## src/rtl/vrra_alu.sv

```systemverilog
// Shared add/subtract unit; the top bit is carry, or borrow when subtracting.
module vrra_alu #(
	parameter int W = 13
) (
	input  logic         sub,
	input  logic [W-1:0] a,
	input  logic [W-1:0] b,
	output logic [W:0]   y
);

	always_comb begin
		if (sub) begin
			y = {1'b0, a} - {1'b0, b};
		end else begin
			y = {1'b0, a} + {1'b0, b};
		end
	end

endmodule
```

## config.mk

```make
export PLATFORM = sky130hd
export DESIGN_NAME = vrra_alu
export DESIGN_NICKNAME = d
export VERILOG_FILES = /design/src/rtl/vrra_alu.sv
export SDC_FILE = /design/constraint.sdc
export NUM_CORES = 1
export LEC_CHECK = 0
export BUFFER_PORTS_ARGS = -buffer_cell sky130_fd_sc_hd__buf_2
export CORE_MARGIN = 2
export CORE_UTILIZATION = 43
export DETAILED_ROUTE_END_ITERATION = 16
export GPL_ROUTABILITY_DRIVEN = 0
export GPL_TIMING_DRIVEN = 0
export PLACE_DENSITY = 0.76
export SLEW_MARGIN = 10
export SYNTH_ARGS = -nofsm -noshare
export SYNTH_HDL_FRONTEND = slang
export SYNTH_SLANG_ARGS = --single-unit
export TNS_END_PERCENT = 100
```

## constraint.sdc

```tcl
create_clock -name vclk -period 12.55
set_input_delay 3.1375 -clock vclk [all_inputs]
set_output_delay 3.1375 -clock vclk [all_outputs]
set_load 0.05 [all_outputs]
```

==> impl_metrics.yaml <==
timing:
  slew_headroom_pct: 71.8
  tightest_slew_ns: 0.423
  holdWs_ns: 6.74
  finalCritPeriodShare_pct: 72.3
  drv_slew: 0
  grt_setup_unrepaired: "false"
  hold_viol: 0
  setup_tns_ns: 0
  setup_violations: 0
  fmaxAchievable_mhz: 110
  setup_ws_ns: 3.47
  min_period_ns: 9.08
worst_setup_path:
  critPathTopFamily: "simple AND/OR/NAND/NOR gates"
  worst-path-buf-inv: 2
  cpMaxStageDelayCell: "ha_1"
  arrival_ns: 5.94
  crit_chain: "buf_2 -> nor4_1 -> nand2_1 -> nor4_1 -> nor2_1 -> xnor2_1 -> ha_1 -> and4_4 -> and2_1 -> a221o_1 -> a21oi_1 -> o21bai_1 -> xnor2_1 -> buf_2"
  cp.depth: 14
  cp_max_fo: 6
  startpoint_type: "input pin"
  cp.required_ns: 9.41
  worst_path_largest_cell_delay_ns: 0.35
  end_kind: "output port"
  path_class: "in2out"
finish:
  num-clock-buffers: 0
  regArea_um2: 0
  fin_cells: 182
  syn2layout_area_growth_pct: 28.5
  final_cell_mix: "41 x buf_2, 18 x xnor2_1, 14 x ha_1"
  drive_gt1_share_pct: 29.3
  nNetsFinal: 201
  seq_cells: 0
  antenna_cells: 0
  layout_commonest_cell: "buf_2"
clock_network:
  cts.repair.resized: 0
  hold_buffers: 0
  postCtsSetupRepairBufs: 0
floorplan:
  initial_utilization_pct: 47.0
  core_um2: 1760
  ios: 41
  rows: 15
  dieHeight_um: 47.9
  die_w_um: 47.9
  dieArea_um2: 2290
power_and_ir_drop:
  p_comb_share_pct: 100.0
  switching_share_pct: 69.6
  sequentialPowerShare_pct: 0
  powerDensity_nw_per_um2: 117
  switchingPower_mw: 0.0868
  irDropWorstVdd_v: 0.0000783
  power.internal_mw: 0.0379
  clkPwrFrac_pct: 0
  leakagePower_nw: 0.524
detailed_routing:
  ant_nets: 0
  drt-pass1-iter-count: 4
  wl_mm: 2.01
  vias: 960
  drt_iter0_markers: 18
  drc_errors: 0
  post_drt_wl_per_cell_um: 11.1
  vias_per_cell: 5.27
grt:
  grt_pass1_wl_mm: 3.14
  grt_overflow_total: 0
  grt.total_usage_pct: 18.1
  grt_pass1_vias: 795
  grt_max_degree: 11
  antenna_found_initial: 0
synthesis:
  synth_top_family_by_area: "XOR/XNOR gates"
  yosysTopAreaCell: "ha_1"
  synth_mux_area_share_pct: 1.21
  synth_fp_nets: 158
  synth_xor_area_share_pct: 24.3
  yosysWarnings: 0
  yosys.area.top_type_share_pct: 21.1
  ys_seq_area_share_pct: 0
  synthTopCellsByArea: "ha_1 21%, xnor2_1 19%, a21oi_1 6.6%"
  yosys.area_share.simple_pct: 23.1
  synth.cell_area_um2: 828
  synth_compound_area_share_pct: 24.2
  syn_area_per_cell_um2: 7.14
  synthCells: 116
  synth.distinct_cells: 32
  yosys.area_share.adder_pct: 23.6
placed_design:
  dp_hpwl_mm: 1.80
  port_buffers: 41
  pre_cts_slack_ns: 3.47
  dp.cells: 182
flow_run:
  cap_violations: 0
worst_hold_path:
  min_delay_path_depth: 4
  min_from: "b[0]"
  whs_endpoint: "y[0]"
  hp-class: "in2out"
run_status:
  status: "complete, no violations"
## Yosys cell counts
cell / count
nor2b_1: 1
o21ai_1: 6
xor2_1: 5
or3_1: 1
nand2_1: 5
nor3_2: 1
nor2_1: 13
xnor2_1: 18
inv_1: 7
o211ai_1: 1
nand2_2: 1
nor4_1: 2
and2_1: 1
fa_1: 1
ha_1: 14
mux2i_1: 1
nand4_1: 2
a221o_1: 1
nand2b_1: 2
o21a_1: 2
o21bai_1: 1
or4_1: 1
a31oi_1: 2
and4_4: 1
o21ai_0: 1
a21o_1: 4
a21oi_2: 2
buf_1: 1
nor3b_1: 1
a311o_1: 1
nor3_1: 5
a21oi_1: 11
## area by class of cell
type | count | area (µm²)
multi-input combinational | 108 | 798
fill | 189 | 699
timing repair buffer | 41 | 205
tap | 25 | 31.3
inverter | 7 | 26.3
buffer | 1 | 3.75
## worst min-delay path, stage by stage
cell and delay [ns]:
buf_2 0.11, ha_1 0.12, inv_1 0.03, buf_2 0.20
## per-stage QoR
step | power [mW] | util [%] | cell area, µm²
after floorplan | 0.0988 | - | 828
after global placement | 0.122 | 60.4 | 1060
after global routing | 0.134 | 60.4 | 1060
final | 0.125 | 60.4 | 1060
after detailed placement | 0.125 | 60.4 | 1060
after CTS | 0.125 | 60.4 | 1060
## worst max path at each step
stage | slack (ns) | start | endpoint
3_5_place_dp | 3.47 | b[3] | y[13]
3_3_place_gp | 3.54 | b[3] | y[13]
4_1_cts | 3.47 | b[3] | y[13]
5_1_grt | 3.20 | b[3] | y[13]
2_1_floorplan | 3.46 | b[5] | y[13]
6_report | 3.47 | b[3] | y[13]
## kinds of logic after synthesis
logic type,Yosys count
AO/OA/AOI/OAI,32
XOR/XNOR,23
adder cells (fa/ha/maj),15
buffers and inverters,8
multiplexers,1
AND/OR/NAND/NOR,37
## power groups by stage
stage	clock (mW)	combinational (mW)	sequential [mW]
2_1_floorplan	0	0.0988	0
3_3_place_gp	0	0.122	0
3_5_place_dp	0	0.125	0
4_1_cts	0	0.125	0
5_1_grt	0	0.134	0
6_report	0	0.125	0
## routing by layer
layer,GRT usage (%),part of all wire (%)
met5,0,0
met4,2.16,0
met3,1.13,4.1
met2,30.1,49
met1,26.0,47
Power figures use the tool's default switching activity.
